### src/hdl/pte4_pkg.sv
// shared types and constants of the four-level page table engine
// item structs, request and status codes, control and datapath command/status
`default_nettype none

package pte4_pkg;

    localparam int unsigned IDX_W   = 9;
    localparam int unsigned LINES   = 512;
    localparam int unsigned VA_W    = 48;
    localparam int unsigned PA_W    = 52;
    localparam int unsigned ENTRY_W = 64;
    localparam int unsigned OFS_W   = 12;

    localparam logic [ENTRY_W-1:0] FRAME_MASK = 64'h000F_FFFF_FFFF_F000;
    localparam logic [OFS_W-1:0]   LINK_BITS  = 12'h007;

    typedef enum logic [1:0] {
        REQ_MAP   = 2'd0,
        REQ_UNMAP = 2'd1,
        REQ_XLATE = 2'd2,
        REQ_READ  = 2'd3
    } t_req;

    typedef enum logic [1:0] {
        ST_OK      = 2'd0,
        ST_NOTPRES = 2'd1,
        ST_NOROOM  = 2'd2
    } t_status;

    typedef struct packed {
        logic [1:0]         req_type;
        logic [VA_W-1:0]    lin_addr;
        logic [PA_W-1:0]    frame_addr;
        logic [ENTRY_W-1:0] flags;
    } t_in_item;

    typedef struct packed {
        logic [1:0]         status;
        logic [PA_W-1:0]    phys_result;
        logic [ENTRY_W-1:0] entry_value;
    } t_out_item;

    typedef struct packed {
        logic    load;
        logic    rd;
        logic    step;
        logic    alloc;
        logic    clr_wr;
        logic    link_wr;
        logic    leaf_wr;
        logic    post;
        t_status code;
    } t_cmd;

    typedef struct packed {
        logic child_ok;
        logic room;
        logic lvl_last;
        logic lvl_done;
        logic clr_last;
        logic leaf_present;
        logic out_free;
        t_req req;
    } t_sts;

    // table index of a level: root, second, third, leaf
    function automatic logic [IDX_W-1:0] idx_of(input logic [VA_W-1:0] va,
                                                 input logic [1:0] lvl);
        logic [IDX_W-1:0] r;
        case (lvl)
            2'd0:    r = va[47:39];
            2'd1:    r = va[38:30];
            2'd2:    r = va[29:21];
            default: r = va[20:12];
        endcase
        return r;
    endfunction

endpackage

`default_nettype wire

### src/hdl/pte4_ctrl.sv
// controller of the page table engine: walk, allocate, clear and respond sequence
// uses pte4_pkg; drives the datapath by t_cmd and watches t_sts
`default_nettype none

module pte4_ctrl
    import pte4_pkg::*;
(
    input  wire logic i_clk,
    input  wire logic i_rst_n,
    input  wire logic i_in_valid,
    output logic      o_in_stall,
    output t_cmd      o_cmd,
    input  wire t_sts i_sts
);

    typedef enum logic [9:0] {
        S_INIT    = 10'b00_0000_0001,
        S_IDLE    = 10'b00_0000_0010,
        S_WALK    = 10'b00_0000_0100,
        S_WCHK    = 10'b00_0000_1000,
        S_ALLOC   = 10'b00_0001_0000,
        S_CLR     = 10'b00_0010_0000,
        S_LINK    = 10'b00_0100_0000,
        S_LEAF_WR = 10'b00_1000_0000,
        S_LEAF    = 10'b01_0000_0000,
        S_DONE    = 10'b10_0000_0000
    } t_state;

    t_state  r_state, n_state;
    t_status r_code, n_code;

    always_ff @(posedge i_clk) begin
        if (!i_rst_n) begin
            r_state <= S_INIT;
            r_code  <= ST_OK;
        end else begin
            r_state <= n_state;
            r_code  <= n_code;
        end
    end

    always_comb begin
        n_state    = r_state;
        n_code     = r_code;
        o_cmd      = '0;
        o_cmd.code = r_code;
        o_in_stall = (r_state != S_IDLE);
        case (r_state)
            S_INIT: begin
                // root table cleared after reset
                o_cmd.clr_wr = 1'b1;
                if (i_sts.clr_last) begin
                    n_state = S_IDLE;
                end
            end
            S_IDLE: begin
                if (i_in_valid) begin
                    o_cmd.load = 1'b1;
                    n_state    = S_WALK;
                end
            end
            S_WALK: begin
                if (i_sts.lvl_done && (i_sts.req inside {REQ_MAP, REQ_UNMAP})) begin
                    n_state = S_LEAF_WR;
                end else begin
                    o_cmd.rd = 1'b1;
                    n_state  = i_sts.lvl_done ? S_LEAF : S_WCHK;
                end
            end
            S_WCHK: begin
                if (i_sts.child_ok) begin
                    o_cmd.step = 1'b1;
                    n_state    = S_WALK;
                end else if (i_sts.req != REQ_MAP) begin
                    n_code  = ST_NOTPRES;
                    n_state = S_DONE;
                end else if (i_sts.room) begin
                    n_state = S_ALLOC;
                end else begin
                    n_code  = ST_NOROOM;
                    n_state = S_DONE;
                end
            end
            S_ALLOC: begin
                o_cmd.alloc = 1'b1;
                n_state     = S_CLR;
            end
            S_CLR: begin
                o_cmd.clr_wr = 1'b1;
                if (i_sts.clr_last) begin
                    n_state = S_LINK;
                end
            end
            S_LINK: begin
                o_cmd.link_wr = 1'b1;
                n_state       = i_sts.lvl_last ? S_LEAF_WR : S_ALLOC;
            end
            S_LEAF_WR: begin
                o_cmd.leaf_wr = 1'b1;
                n_code        = ST_OK;
                n_state       = S_DONE;
            end
            S_LEAF: begin
                if (i_sts.req == REQ_XLATE && !i_sts.leaf_present) begin
                    n_code = ST_NOTPRES;
                end else begin
                    n_code = ST_OK;
                end
                n_state = S_DONE;
            end
            S_DONE: begin
                if (i_sts.out_free) begin
                    o_cmd.post = 1'b1;
                    n_state    = S_IDLE;
                end
            end
            default: begin
                n_state = S_INIT;
            end
        endcase
    end

endmodule

`default_nettype wire

### config.mk
export PLATFORM = sky130hd
export DESIGN_NAME = pte4_ctrl
export DESIGN_NICKNAME = d
export VERILOG_FILES = /design/src/hdl/pte4_pkg.sv /design/src/hdl/pte4_ctrl.sv
export SDC_FILE = /design/constraint.sdc
export NUM_CORES = 1
export LEC_CHECK = 0
export BUFFER_PORTS_ARGS = -buffer_cell sky130_fd_sc_hd__buf_2
export CORE_MARGIN = 4
export CORE_UTILIZATION = 48
export CTS_BUF_LIST = sky130_fd_sc_hd__clkbuf_4
export CTS_CLUSTER_DIAMETER = 50
export DETAILED_ROUTE_END_ITERATION = 8
export GPL_TIMING_DRIVEN = 0
export PLACE_DENSITY = 0.81
export RECOVER_POWER = 50
export SETUP_SLACK_MARGIN = 0.4
export SLEW_MARGIN = 40
export SYNTH_ARGS = -nofsm -noshare
export SYNTH_HDL_FRONTEND = slang
export SYNTH_SLANG_ARGS = --single-unit
### constraint.sdc
create_clock -name i_clk -period 1.8 [get_ports i_clk]
set_input_delay 0 -clock i_clk [delete_from_list [all_inputs] [get_ports i_clk]]
set_output_delay 0 -clock i_clk [all_outputs]
set_load 0.02 [all_outputs]
# Word-level counts from Yosys, hierarchy flattened
# Index checks and enable logic that the tools add are counted.
[totals]
ff_bits = 12
latchBits = 0
ram_bits = 0
mem_bits_ro = 0
in_bits = 12
out_inout_bits = 11
wordCells = 60
memories = 0
[classes]
n_addsub = 0
mul = 0
n_div = 0
n_lt_le_gt_ge = 0
n_eq_ne = 19
shift = 0
mux = 28
n_bitwise = 0
n_reduce_logical = 11
[op_table]
columns = ["operator", "count"]
rows = [
  ["$pmux 10 s9", 1],
  ["$mux 10", 7],
  ["$mux 9", 2],
  ["$mux 1", 13],
  ["$eq 10x1->1 const B", 1],
  ["$eq 10x10->1 const B", 1],
  ["$eq 10x2->1 const B", 1],
  ["$eq 10x3->1 const B", 1],
  ["$eq 10x4->1 const B", 1],
  ["$eq 10x5->1 const B", 1],
  ["$eq 10x6->1 const B", 1],
  ["$eq 10x7->1 const B", 1],
  ["$eq 10x8->1 const B", 1],
  ["$eq 10x9->1 const B", 1],
  ["$ne 10x2->1 const B", 1],
  ["$ne 2x2->1 const B", 5],
  ["$mux 8", 1],
  ["$mux 2", 3],
  ["$pmux 2 s3", 1],
  ["$reduce_and 4->1", 1],
  ["$reduce_bool 2->1", 2],
  ["$reduce_or 2->1", 2],
  ["$ne 3x3->1 const B", 1],
  ["$reduce_and 3->1", 1],
  ["6 further kinds", 7],
]

# Logic depth before layout (Yosys ltp)
# Gate-level depths: netlist of the first run.
[depth]
depth_word = 5
mapped_depth = 6
ltp_nobuf = 4

# Worst setup path after synthesis of the first run
# No wires, ideal clock.
[synth_timing]
path_kind = "register to output"
from = "register r_state[7]"
to = "output o_cmd[9] (netlist bit)"
t_arrival_ps = 2063
required_time_ps = 1800
setup_slack_ps = -263
path_stages_with_launch = 6
n_path_buf = 1
cell_sequence = "dfxtp_1 > clkbuf_1 > or4_1 > or2_0 > or3b_1 > nor2_1"
[synth_lines]
columns = ["item", "line_no", "source"]
rows = [
  ["start, declared", "pte4_ctrl.sv:29", "t_state r_state, n_state;"],
  ["start signal, assigned", "pte4_ctrl.sv:37", "r_state <= n_state;"],
  ["end, declared", "pte4_ctrl.sv:12", "output t_cmd o_cmd,"],
]

==> results of run 1 <==
-- cells in the mapped netlist, types with 2 or more instances --
library cell               instances
sky130_fd_sc_hd__nand3_1           2
sky130_fd_sc_hd__inv_1             4
sky130_fd_sc_hd__a21oi_1           4
sky130_fd_sc_hd__nor3_1            3
sky130_fd_sc_hd__dfxtp_1          12
sky130_fd_sc_hd__nand2b_1          4
sky130_fd_sc_hd__or4_1             6
sky130_fd_sc_hd__clkbuf_1          2
sky130_fd_sc_hd__nor2b_1           2
sky130_fd_sc_hd__nor3b_1           3
sky130_fd_sc_hd__o21a_1            2
sky130_fd_sc_hd__xnor2_1           2
sky130_fd_sc_hd__or3b_2            4
sky130_fd_sc_hd__o22ai_1           2
sky130_fd_sc_hd__buf_2             2
sky130_fd_sc_hd__or4_4             2
sky130_fd_sc_hd__nor2_1            6
sky130_fd_sc_hd__o21ai_0           4
sky130_fd_sc_hd__nand3b_1          2
sky130_fd_sc_hd__and4b_1           2
sky130_fd_sc_hd__nor4_1            8
sky130_fd_sc_hd__nand2_1           5
sky130_fd_sc_hd__buf_6             2
sky130_fd_sc_hd__nor4b_2           2
-- how the worst max path moves through the flow --
stage	slack (ps)	end	cells after the start
floorplan	-100	r_state[6]	6
global placement	-210	r_state[6]	6
detailed placement	-270	r_state[6]	6
CTS	-320	o_cmd[9]	6
global route	-410	o_cmd[9]	6
finish	-350	o_cmd[9]	6
-- through the flow --
| stage | utilization, % | cell area, sq um | worst slack, ps |
|---|---|---|---|
| global route | 80.7 | 1290 | -408 |
| finish | 80.7 | 1290 | -351 |
| global placement | 64.1 | 1020 | -214 |
| CTS | 76.1 | 1210 | -321 |
| floorplan | - | 887 | -95.6 |
| detailed placement | 64.1 | 1020 | -267 |
-- sequential cells by signal, summed over array words and instances (netlist names) --
signal	cells
r_code	2
r_state	10
-- worst reg2reg max path: stages, from the launching register on --
cell,delay (ps)
sky130_fd_sc_hd__dfxtp_1,310
sky130_fd_sc_hd__buf_2,190
sky130_fd_sc_hd__or4_4,530
sky130_fd_sc_hd__buf_6,170
sky130_fd_sc_hd__or4_4,530
sky130_fd_sc_hd__nand4_1,220
sky130_fd_sc_hd__nor3_1,80
-- cell families (layout without fill, tap and decap cells) --
logic type / Yosys count / in the layout / synth area share [%]
XOR/XNOR: 3 / 3 / 3.10
flip-flops: 12 / 12 / 28.4
multiplexers: 1 / 1 / 1.18
AO/OA/AOI/OAI: 20 / 20 / 15.5
buffers and inverters: 10 / 45 / 6.50
AND/OR/NAND/NOR: 57 / 57 / 45.3
-- power groups by stage --
stage | registers [mW] | logic [mW] | clock network, mW
after floorplan | 0.303 | 0.374 | 0
after global placement | 0.305 | 0.470 | 0
after detailed placement | 0.306 | 0.480 | 0
after CTS | 0.298 | 0.576 | 0.174
after global routing | 0.301 | 0.700 | 0.197
final | 0.299 | 0.650 | 0.180
-- layer usage --
layer	up-vias	GRT usage [%]	wire length (um)
li1	467	-	-
met1	463	30.3	1180
met2	51	37.4	1340
met3	6	5.72	232
met4	0	10.1	57
met5	-	0	0
-- timing repair --
item / 4_1_cts / 5_1_grt
pin swaps: 6 / 2
hold buffers: 3 / 0
endpoints found under the setup margin: 20 / 21
setup buffers: 5 / 3
resized for setup: 23 / 13
endpoints found under the hold margin: 3 / 0
-- layout make-up --
class | count | area, sq um | area share (%)
Sequential cell | 12 | 250 | 19.5
Buffer | 6 | 56.3 | 4.38
Timing Repair Buffer | 32 | 219 | 17.0
Multi-Input combinational cell | 81 | 693 | 53.9
Inverter | 4 | 15.0 | 1.17
Tap cell | 24 | 30.0 | 2.33
Clock buffer | 3 | 22.5 | 1.75
==> results by group, run 1 <==
GRT
  – Total GRT Usage: 23.8%
  – Via count of the first global-routing pass: 980
  – Total global routing overflow: 0
  – Largest net degree at the start of global routing: 11
  – Initial antenna violation count: 0
  – First-pass GRT wire length: 4630 um

Pwr
  – Leakage power: 0.508 nW
  – Design Power: 1.13 mW
  – Relative contribution of combinational cells to total power: 57.6%
  – Power share of the clock group: 16.0%
  – Switching power share of the total: 41.2%
  – Flop pwr share: 26.5%
  – NetSw: 464 uW
  – Pwr per Cell Area: 877 mW/mm^2
  – Internal Pwr Total: 664 uW
  – Worst voltage drop across the vdd grid: 695 uV

Timing
  – Final Slew Violations: 0
  – Worst hold slack across all endpoints: 9.86 ps
  – Share of the clock period used by the worst path after layout: 120%
  – Least-Margin Pin Slew: 457 ps
  – Setup TNS: -3140 ps
  – Final Worst Setup Slack: -351 ps
  – Final number of setup-violating endpoints: 14
  – Setup repair after global routing missed its margin: yes
  – Final hold viol count: 0
  – Normalized max-slew margin: 69.5%
  – Maximum operating frequency: 465 MHz
  – Clock Skew: 5.80 ps
  – Shortest period the worst path allows: 2150 ps

Critical path
  – Worst r2r dst: r_state[6]
  – Critical Path Slowest Stage Cell: sky130_fd_sc_hd__or4_4
  – Delay of the slowest cell on the worst path: 490 ps
  – Worst Path Required: 1800 ps
  – Most Frequent Cell on Critical Path: sky130_fd_sc_hd__buf_6
  – Number of buffer and inverter stages on the critical path: 2
  – Kind of end point of the critical path: primary output
  – Cell-by-cell trace of the critical path: or4_4 > buf_6 > or2_1 > or3b_4 > nor2_4 > buf_6
  – Startpoint type of the worst setup path: flip-flop
  – Arrival time of data at the critical path endpoint: 2150 ps
  – Highest fanout seen on the critical path: 7
  – Type of the worst setup path: flip-flop to primary output
  – R2R setup slack: -340 ps
  – Startpoint of the worst-slack reg-to-reg timing path: r_state[1]
  – Critical Path Source: r_state[9]
  – Kind of cell with the highest combined delay on the critical path: simple AND/OR/NAND/NOR gates
  – Depth of the worst register-to-register path: 6

Clock network
  – CTS Root Cell: sky130_fd_sc_hd__clkbuf_4
  – Clock-pin slew on the worst setup and hold paths: 80 ps
  – Number of buffers created by CTS: 3
  – Largest buffer count on any clock path: 2
  – Insertion delay to the later sink of the worst-skew pair: 290 ps
  – Number of H-tree branching levels: 1
  – Total number of clock tree sinks: 12
  – TritonCTS clock tree: yes

Yosys
  – Number of instances in the synthesized netlist: 103
  – Post-synthesis cell area: 847 sq um
  – Leading cell types by total area after synthesis: sky130_fd_sc_hd__dfxtp_1, sky130_fd_sc_hd__nor4_1, sky130_fd_sc_hd__or4_1, sky130_fd_sc_hd__or3b_2, sky130_fd_sc_hd__nor4b_2
  – Ys flop type: sky130_fd_sc_hd__dfxtp_1
  – EDFF count, synth: 0
  – Synthesized net count: 115
  – Share of Yosys cell area claimed by the top area cell type: 28.4%
  – Proportion of synthesized chip area in sequential cells: 28.4%
  – Synth warnings: 0
  – Area leader, netlist: sky130_fd_sc_hd__dfxtp_1
  – Syn_area_per_cell: 8.22 sq um
  – Number of synthesized register bits: 12
  – Unique cell type count in the Yosys netlist: 40
  – Async set-reset flop share out of synthesis: 0%

Die
  – Vert. Die Dim: 50.0 um
  – Count of standard-cell rows: 14
  – Initial core utilization: 53.1%
  – DIE WIDTH: 50.0 um
  – Area of the core: 0.00159 sq mm
  – Die area: 0.00250 sq mm
  – Number of top-level design ports: 23

Drt
  – Per-cell via count in the routed design: 6.09
  – Starting DRC count in detailed routing: 38
  – Vias post-DR: 987
  – First-pass iteration count of the detailed router: 4
  – Total length of routed wires: 2800 um
  – Number of nets with antenna violations after routing: 0
  – Post-route DRC: 0
  – Post-detailed-route wirelength per cell: 17.3 um

Status
  – Violated checks: negative setup slack
  – Result of the run: finished, violations left

Hold path
  – Hold_sp: i_sts[8]
  – Class of the most critical hold timing path: input pin to flip-flop
  – Worst Hold Path EP: r_state[4]
  – Cells on Worst Hold Path: 3

Cells and area
  – Most common cell after layout, fill and taps aside: sky130_fd_sc_hd__buf_2
  – Layout fillers: 100
  – Commonest cells after routing, fill and taps aside: sky130_fd_sc_hd__buf_2, sky130_fd_sc_hd__buf_4, sky130_fd_sc_hd__dfxtp_1
  – Count of nets after finishing: 152
  – Ratio of cells with drive above 1 in the final layout: 48.6%
  – Final Non-Filler Cells: 162
  – Diodes inserted: 0
  – Syn-to-layout area delta: 51.8%

Flow run
  – Number of max-cap violations: 0

Placement
  – HPWL Detailed: 1630 um
  – Weighted congestion reported at the end of routability-driven placement: 0.827
  – Port Buffer Count: 21
  – Number of instances in the placed design: 148
No activity file was read; power rests on OpenSTA's default activity.
==> run 2, diff against run 1 <==
--- a/config.mk
+++ b/config.mk
@@ -7,12 +7,12 @@
 export LEC_CHECK = 0
 export BUFFER_PORTS_ARGS = -buffer_cell sky130_fd_sc_hd__buf_2
 export CORE_MARGIN = 4
-export CORE_UTILIZATION = 48
+export CORE_UTILIZATION = 53
 export CTS_BUF_LIST = sky130_fd_sc_hd__clkbuf_4
 export CTS_CLUSTER_DIAMETER = 50
 export DETAILED_ROUTE_END_ITERATION = 8
 export GPL_TIMING_DRIVEN = 0
-export PLACE_DENSITY = 0.81
+export PLACE_DENSITY = 0.85
 export RECOVER_POWER = 50
 export SETUP_SLACK_MARGIN = 0.4
 export SLEW_MARGIN = 40
==> constraint.sdc (replaced) <==
create_clock -name i_clk -period 2.2 [get_ports i_clk]
set_input_delay 0 -clock i_clk [delete_from_list [all_inputs] [get_ports i_clk]]
set_output_delay 0 -clock i_clk [all_outputs]
set_load 0.02 [all_outputs]
==> run 2 against run 1 <==
  * Final area is 0.39% higher
  * Total power fell by 12%
  * Critical path depth unchanged
  * Cell count shrank 3.1%
  * Largest power group unchanged
  * The run now ends clean
==> results by group, run 2 (synthesis results as in run 1) <==
Clock network
  – Number of buffers created by CTS: 3 (unchanged)
  – Insertion delay to the later sink of the worst-skew pair: 270 ps (-20 ps)
  – Largest buffer count on any clock path: 2 (unchanged)
  – TritonCTS clock tree: yes
  – CTS Root Cell: sky130_fd_sc_hd__clkbuf_4
  – Total number of clock tree sinks: 12 (unchanged)
  – Clock-pin slew on the worst setup and hold paths: 80 ps (about the same)
  – Number of H-tree branching levels: 1 (unchanged)

GRT
  – Total global routing overflow: 0 (unchanged)
  – Total GRT Usage: 23.6% (-0.14 points)
  – Via count of the first global-routing pass: 855 (-13%)
  – Initial antenna violation count: 0 (unchanged)
  – Largest net degree at the start of global routing: 11 (unchanged)
  – First-pass GRT wire length: 3800 um (-18%)

Timing
  – Shortest period the worst path allows: 2130 ps
  – Least-Margin Pin Slew: 619 ps (+162 ps)
  – Normalized max-slew margin: 58.3% (-11 points)
  – Worst hold slack across all endpoints: 26.1 ps (+16.3 ps)
  – Share of the clock period used by the worst path after layout: 96.9%
  – Final Worst Setup Slack: 68.5 ps (+420 ps)
  – Final Slew Violations: 0 (unchanged)
  – Setup repair after global routing missed its margin: yes
  – Clock Skew: 6.86 ps (+1.06 ps)
  – Final number of setup-violating endpoints: 0 (-14)
  – Maximum operating frequency: 469 MHz
  – Final hold viol count: 0 (unchanged)
  – Setup TNS: 0 ps (+3140 ps)

Placement
  – Port Buffer Count: 21 (unchanged)
  – Setup slack after placement: 168 ps (+435 ps)
  – Number of instances in the placed design: 140 (-5.4%)
  – HPWL Detailed: 1580 um (-3.2%)
  – Weighted congestion reported at the end of routability-driven placement: 0.909 (+9.9%)

Drt
  – First-pass iteration count of the detailed router: 5 (+1)
  – Per-cell via count in the routed design: 6.76 (+11%)
  – Starting DRC count in detailed routing: 44 (+16%)
  – Post-detailed-route wirelength per cell: 19.6 um (+13%)
  – Post-route DRC: 0 (unchanged)
  – Number of nets with antenna violations after routing: 0 (unchanged)
  – Vias post-DR: 1061 (+7.5%)
  – Total length of routed wires: 3070 um (+9.7%)

Cells and area
  – Diodes inserted: 0 (unchanged)
  – Largest register FFs: 10 (unchanged)
  – Syn-to-layout area delta: 52.4%
  – Top Registers: r_state (10), r_code (2)
  – Register with the most flip-flops: r_state
  – Final Non-Filler Cells: 157 (-3.1%)
  – Most common cell after layout, fill and taps aside: sky130_fd_sc_hd__buf_2
  – Ratio of cells with drive above 1 in the final layout: 43.3% (-5.3 points)
  – Commonest cells after routing, fill and taps aside: sky130_fd_sc_hd__buf_2, sky130_fd_sc_hd__buf_4, sky130_fd_sc_hd__dfxtp_1
  – Count of nets after finishing: 155 (+2.0%)
  – Layout fillers: 88 (-12%)

Pwr
  – Worst voltage drop across the vdd grid: 525 uV (-24%)
  – Pwr per Cell Area: 768 mW/mm^2 (-12%)
  – Leakage power: 0.508 nW (+0.11%)

Die
  – DIE WIDTH: 48.0 um (-4.1%)
  – Vert. Die Dim: 48.0 um (-4.1%)
  – Number of top-level design ports: 23 (unchanged)
  – Die area: 0.00230 sq mm (-8.0%)
  – Area of the core: 0.00151 sq mm (-5.5%)
  – Count of standard-cell rows: 14 (unchanged)
  – Initial core utilization: 56.2% (+3.1 points)

Hold path
  – Cells on Worst Hold Path: 4 (+1)
  – Hold_sp: i_sts[0]
  – Class of the most critical hold timing path: input pin to flip-flop
  – Worst Hold Path EP: r_code[1]

Status
  – Result of the run: finished clean

Critical path
  – Type of the worst setup path: flip-flop to primary output
  – Worst Path Required: 2200 ps (+400 ps)
  – Startpoint of the worst-slack reg-to-reg timing path: r_state[5]
  – Worst r2r dst: r_state[0]
  – Depth of the worst register-to-register path: 7 (+1)
  – Kind of end point of the critical path: primary output
  – Highest fanout seen on the critical path: 3 (-4)
  – R2R setup slack: 100 ps (+440 ps)
  – Arrival time of data at the critical path endpoint: 2130 ps (-20 ps)
  – Startpoint type of the worst setup path: flip-flop

Flow run
  – Number of max-cap violations: 0 (unchanged)
-- run 2: cell count changes in the layout (fill, tap and decap cells not counted), sizes merged --
| cell | previous run | this run |
|---|---|---|
| clkbuf | 7 | 10 |
-- run 2: through the flow --
step           utilization, %  total power [mW]  cell area, sq um
3_3_place_gp             66.3             0.632               998
2_1_floorplan               -             0.554               873
5_1_grt                  85.7              1.04              1290
6_report                 85.7             0.992              1290
3_5_place_dp             66.3             0.643               998
4_1_cts                  76.4             0.811              1150
-- run 2: routing by layer --
layer,wire length [um],GRT usage [%]
met5,0,0
met2,1470,42.0
met1,1180,28.9
met3,272,5.26
met4,144,4.84
-- run 2: timing repair --
action	CTS	global route
hold buffers	3	0
resized for setup	22	20
pin swaps	7	3
setup endpoints to repair	16	19
endpoints found under the hold margin	3	0
buffers inserted	4	7
-- run 2: worst max path at each step --
stage	slack, ps	to	from
finish	70	o_cmd[9]	r_state[5]
CTS	100	o_cmd[9]	r_state[5]
global route	40	o_cmd[9]	r_state[5]
detailed placement	170	r_state[6]	r_state[7]
floorplan	300	r_state[6]	r_state[0]
global placement	180	r_state[6]	r_state[7]
-- run 2: worst max-delay path, stage by stage (launching register included) --
cell	delay, ps
sky130_fd_sc_hd__dfxtp_4	350
sky130_fd_sc_hd__or4_4	530
sky130_fd_sc_hd__buf_6	130
sky130_fd_sc_hd__or2_1	220
sky130_fd_sc_hd__or3b_4	410
sky130_fd_sc_hd__nor2_4	90
sky130_fd_sc_hd__buf_6	120
-- run 2: final cells by class --
cell class | instances | area, sq um | share of cell area [%]
buffer | 6 | 66.3 | 5.14
clock buffer | 3 | 22.5 | 1.74
inverter | 4 | 15.0 | 1.16
multi-input combinational | 81 | 678 | 52.5
sequential | 12 | 250 | 19.4
tap | 16 | 20.0 | 1.55
timing repair buffer | 35 | 239 | 18.5
-- run 2: where the power goes --
group | total (mW) | switching [mW] | leakage, nW | internal [mW]
logic | 0.606 | 0.308 | 0.394 | 0.298
registers | 0.245 | 0.0108 | 0.0999 | 0.234
clock network | 0.142 | 0.0783 | 0.0138 | 0.0634
total | 0.992 | 0.397 | 0.508 | 0.595
==> run 3, diff against run 2 <==
--- a/config.mk
+++ b/config.mk
@@ -5,9 +5,10 @@
 export SDC_FILE = /design/constraint.sdc
 export NUM_CORES = 1
 export LEC_CHECK = 0
+export ABC_AREA = 1
 export BUFFER_PORTS_ARGS = -buffer_cell sky130_fd_sc_hd__buf_2
 export CORE_MARGIN = 4
-export CORE_UTILIZATION = 53
+export CORE_UTILIZATION = 54
 export CTS_BUF_LIST = sky130_fd_sc_hd__clkbuf_4
 export CTS_CLUSTER_DIAMETER = 50
 export DETAILED_ROUTE_END_ITERATION = 8
==> run 3 against run 2 <==
  * Wire length is 29% lower
  * Flip-flop and latch count stayed put
  * Core utilization is 17 points lower
  * Final area is 19% lower
  * Via count is 6.4% lower
  * Cell count is 24% higher
  * Synthesized cell count is 46% higher
  * Critical path depth is 2 higher
  * Fmax is 21% higher
  * Setup slack better by 370 ps
  * Total power is 15% lower
  * Hold slack better by 42 ps
  * Critical path type unchanged
  * Largest cell class unchanged
  * Largest power group unchanged
==> results by group, run 3 <==
Critical path
  – Cell-by-cell trace of the critical path: nor2_1 > inv_2 > nor2_1 > nand3_1 > inv_1 > nand2_1 > nand2_1 > buf_2
  – Worst r2r dst: r_state[1]
  – Startpoint of the worst-slack reg-to-reg timing path: r_state[1]
  – Destination of the critical timing path: o_cmd[8]
  – Startpoint type of the worst setup path: flip-flop
  – Depth of the worst register-to-register path: 10 (+3)
  – Critical Path Stages: 8 (+2)
  – Arrival time of data at the critical path endpoint: 1760 ps (-370 ps)
  – Kind of end point of the critical path: primary output
  – Number of buffer and inverter stages on the critical path: 3 (+1)
  – Critical Path Slowest Stage Cell: sky130_fd_sc_hd__dfxtp_1
  – Type of the worst setup path: flip-flop to primary output
  – Kind of cell with the highest combined delay on the critical path: simple AND/OR/NAND/NOR gates
  – Worst Path Required: 2200 ps (about the same)
  – Critical Path Source: r_state[1]
  – R2R setup slack: 510 ps (+410 ps)
  – Delay of the slowest cell on the worst path: 350 ps (-180 ps)
  – Highest fanout seen on the critical path: 5 (+2)

Die
  – Count of standard-cell rows: 14 (unchanged)
  – Initial core utilization: 58.0% (+1.8 points)
  – Number of top-level design ports: 23 (unchanged)
  – DIE WIDTH: 48.5 um (+1.0%)
  – Die area: 0.00235 sq mm (+2.1%)
  – Area of the core: 0.00152 sq mm (+1.2%)
  – Vert. Die Dim: 48.5 um (+1.0%)

Cells and area
  – Layout fillers: 143 (+63%)
  – Register cell area after layout: 240 sq um (-4.0%)
  – Final Non-Filler Cells: 195 (+24%)
  – Count of nets after finishing: 192 (+24%)
  – Largest register FFs: 10 (unchanged)
  – Register with the most flip-flops: r_state
  – Commonest cells after routing, fill and taps aside: sky130_fd_sc_hd__nor2_1, sky130_fd_sc_hd__nand2_1, sky130_fd_sc_hd__inv_1
  – Final standard cell area without fillers: 0.00104 sq mm (-19%)
  – Top Registers: r_state (10), r_code (2)
  – Most common cell after layout, fill and taps aside: sky130_fd_sc_hd__nor2_1
  – Ratio of cells with drive above 1 in the final layout: 24.0% (-19 points)
  – Area used by multi-input combinational logic: 489 sq um (-28%)
  – Diodes inserted: 0 (unchanged)
  – Syn-to-layout area delta: 17.5%

Pwr
  – Pwr per Cell Area: 811 mW/mm^2 (+5.5%)
  – Worst voltage drop across the vdd grid: 444 uV (-15%)
  – Leakage power: 0.632 nW (+24%)
  – Design Power: 843 uW (-15%)

Timing
  – Setup TNS: 0 ps (unchanged)
  – Final Worst Setup Slack: 443 ps (+375 ps)
  – Maximum operating frequency: 569 MHz (+21%)
  – Least-Margin Pin Slew: 339 ps (-280 ps)
  – Shortest period the worst path allows: 1760 ps (-375 ps)
  – Share of the clock period used by the worst path after layout: 79.9% (-17 points)
  – Clock Skew: 2.06 ps (-4.80 ps)
  – Final number of setup-violating endpoints: 0 (unchanged)
  – Final Slew Violations: 0 (unchanged)
  – Normalized max-slew margin: 77.3% (+19 points)
  – Final hold viol count: 0 (unchanged)
  – Setup repair after global routing missed its margin: no

Hold path
  – Class of the most critical hold timing path: input pin to flip-flop
  – Cells on Worst Hold Path: 5 (+1)

Clock network
  – Insertion delay to the later sink of the worst-skew pair: 270 ps (about the same)
  – Number of H-tree branching levels: 1 (unchanged)
  – CTS Root Cell: sky130_fd_sc_hd__clkbuf_4
  – Largest buffer count on any clock path: 2 (unchanged)
  – Total number of clock tree sinks: 12 (unchanged)
  – TritonCTS clock tree: yes
  – Number of buffers created by CTS: 3 (unchanged)
  – Clock-pin slew on the worst setup and hold paths: 80 ps (about the same)

Placement
  – Setup slack after placement: 825 ps (+657 ps)
  – Weighted congestion reported at the end of routability-driven placement: 0.841 (-7.5%)
  – Instance area at placement: 0.00101 sq mm (+1.6%)
  – HPWL Detailed: 1740 um (+10%)
  – Port Buffer Count: 22 (+4.8%)
  – Number of instances in the placed design: 188 (+34%)

Yosys
  – Share of Yosys cell area claimed by the top area cell type: 27.2% (-1.2 points)
  – Post-synthesis cell area: 885 sq um (+4.4%)
  – Number of instances in the synthesized netlist: 150 (+46%)
  – Unique cell type count in the Yosys netlist: 19 (-53%)
  – Proportion of synthesized chip area in sequential cells: 27.2% (-1.2 points)
  – Synthesized net count: 162 (+41%)
  – Most repeated cell in the gate-level netlist after synthesis: sky130_fd_sc_hd__nor2_1
  – Top cells by instance count after synthesis: sky130_fd_sc_hd__nor2_1, sky130_fd_sc_hd__nand2_1, sky130_fd_sc_hd__inv_1
  – EDFF count, synth: 0 (unchanged)
  – Syn_area_per_cell: 5.90 sq um (-28%)
  – Area leader, netlist: sky130_fd_sc_hd__dfxtp_1
  – Leading cell types by total area after synthesis: sky130_fd_sc_hd__dfxtp_1, sky130_fd_sc_hd__nor2_1, sky130_fd_sc_hd__nand2_1, sky130_fd_sc_hd__inv_1, sky130_fd_sc_hd__nand3_1
  – Number of synthesized register bits: 12 (unchanged)
  – Async set-reset flop share out of synthesis: 0% (unchanged)
  – Synth warnings: 0 (unchanged)
  – Ys flop type: sky130_fd_sc_hd__dfxtp_1

Flow run
  – Number of max-cap violations: 0 (unchanged)

Drt
  – Post-route DRC: 0 (unchanged)
  – Vias post-DR: 993 (-6.4%)
  – Number of nets with antenna violations after routing: 0 (unchanged)
  – Top layer in use: met4
  – Post-detailed-route wirelength per cell: 11.2 um (-43%)
  – Length of routed met3 wiring: 149 um (-45%)
  – Starting DRC count in detailed routing: 23 (-48%)
  – Per-cell via count in the routed design: 5.09 (-25%)
  – Routed length on met2: 1050 um (-28%)
  – Routed metal-1 wire length: 919 um (-22%)
  – Total length of routed wires: 2180 um (-29%)
  – First-pass iteration count of the detailed router: 4 (-1)

GRT
  – Initial antenna violation count: 0 (unchanged)
  – Total global routing overflow: 0 (unchanged)
  – Largest net degree at the start of global routing: 11 (unchanged)
  – First-pass GRT wire length: 3760 um (-0.92%)
  – Via count of the first global-routing pass: 959 (+12%)
  – Total GRT Usage: 19.4% (-4.2 points)

Status
  – Result of the run: finished clean
run 3: per-layer routing:
| metal | global-route usage [%] | vias to the layer above |
|---|---|---|
| met3 | 5.21 | 10 |
| met4 | 9.87 | 0 |
| met5 | 0 | - |
| li1 | - | 513 |
| met2 | 33.9 | 43 |
| met1 | 21.2 | 427 |
run 3: what timing repair did:
action / in CTS / in global routing
endpoints found under the hold margin: 2 / 0
resized for setup: 0 / 0
hold buffers: 3 / 0
setup buffers: 0 / 0
run 3: final cells by class:
type,instances,share of cell area (%)
well taps,16,1.93
multi-input cells,105,47.1
clock inverters,1,0.361
inverters,32,11.8
clock buffers,3,2.17
plain buffers,1,0.481
repair buffers,25,13.1
flip-flops and latches,12,23.1
run 3: power breakdown:
group / switching, mW / leakage (nW) / internal [mW]
logic: 0.293 / 0.519 / 0.140
registers: 0.0258 / 0.0975 / 0.245
clock network: 0.0737 / 0.0154 / 0.0656
total: 0.392 / 0.632 / 0.451
run 3: worst min path at each step:
stage / end / from / slack, ps
CTS: r_state[4] / i_sts[6] / 60
global route: r_state[4] / i_sts[6] / 60
detailed placement: r_state[3] / i_rst_n / 250
floorplan: r_state[3] / i_rst_n / 130
finish: r_state[7] / i_sts[6] / 70
global placement: r_state[3] / i_rst_n / 250
run 3: logic make-up (layout without fill, tap and decap cells):
family | Yosys count | in the layout | share of synthesized area (%)
AOI/OAI and AO/OA | 8 | 8 | 4.67
buffers and inverters | 33 | 62 | 14.4
DFF | 12 | 12 | 27.2
and+or+nand+nor | 97 | 97 | 53.7
run 3: worst register-to-register path, cell delays in order (launching register included):
cell                      delay (ps)
sky130_fd_sc_hd__dfxtp_1         350
sky130_fd_sc_hd__nor2_1          290
sky130_fd_sc_hd__nand2_4         110
sky130_fd_sc_hd__nor2_1          210
sky130_fd_sc_hd__nand3_1         100
sky130_fd_sc_hd__nand2_1          80
sky130_fd_sc_hd__inv_2            40
sky130_fd_sc_hd__nand2_1         200
sky130_fd_sc_hd__inv_4            80
sky130_fd_sc_hd__nor2_1          100
sky130_fd_sc_hd__nor2_1           40
run 3: stage by stage:
stage,hold slack [ps],utilization (%)
after floorplan,135,-
after global placement,249,66.6
after detailed placement,253,66.6
after CTS,56.4,70.3
after global routing,62.4,68.2
final,68.4,68.2
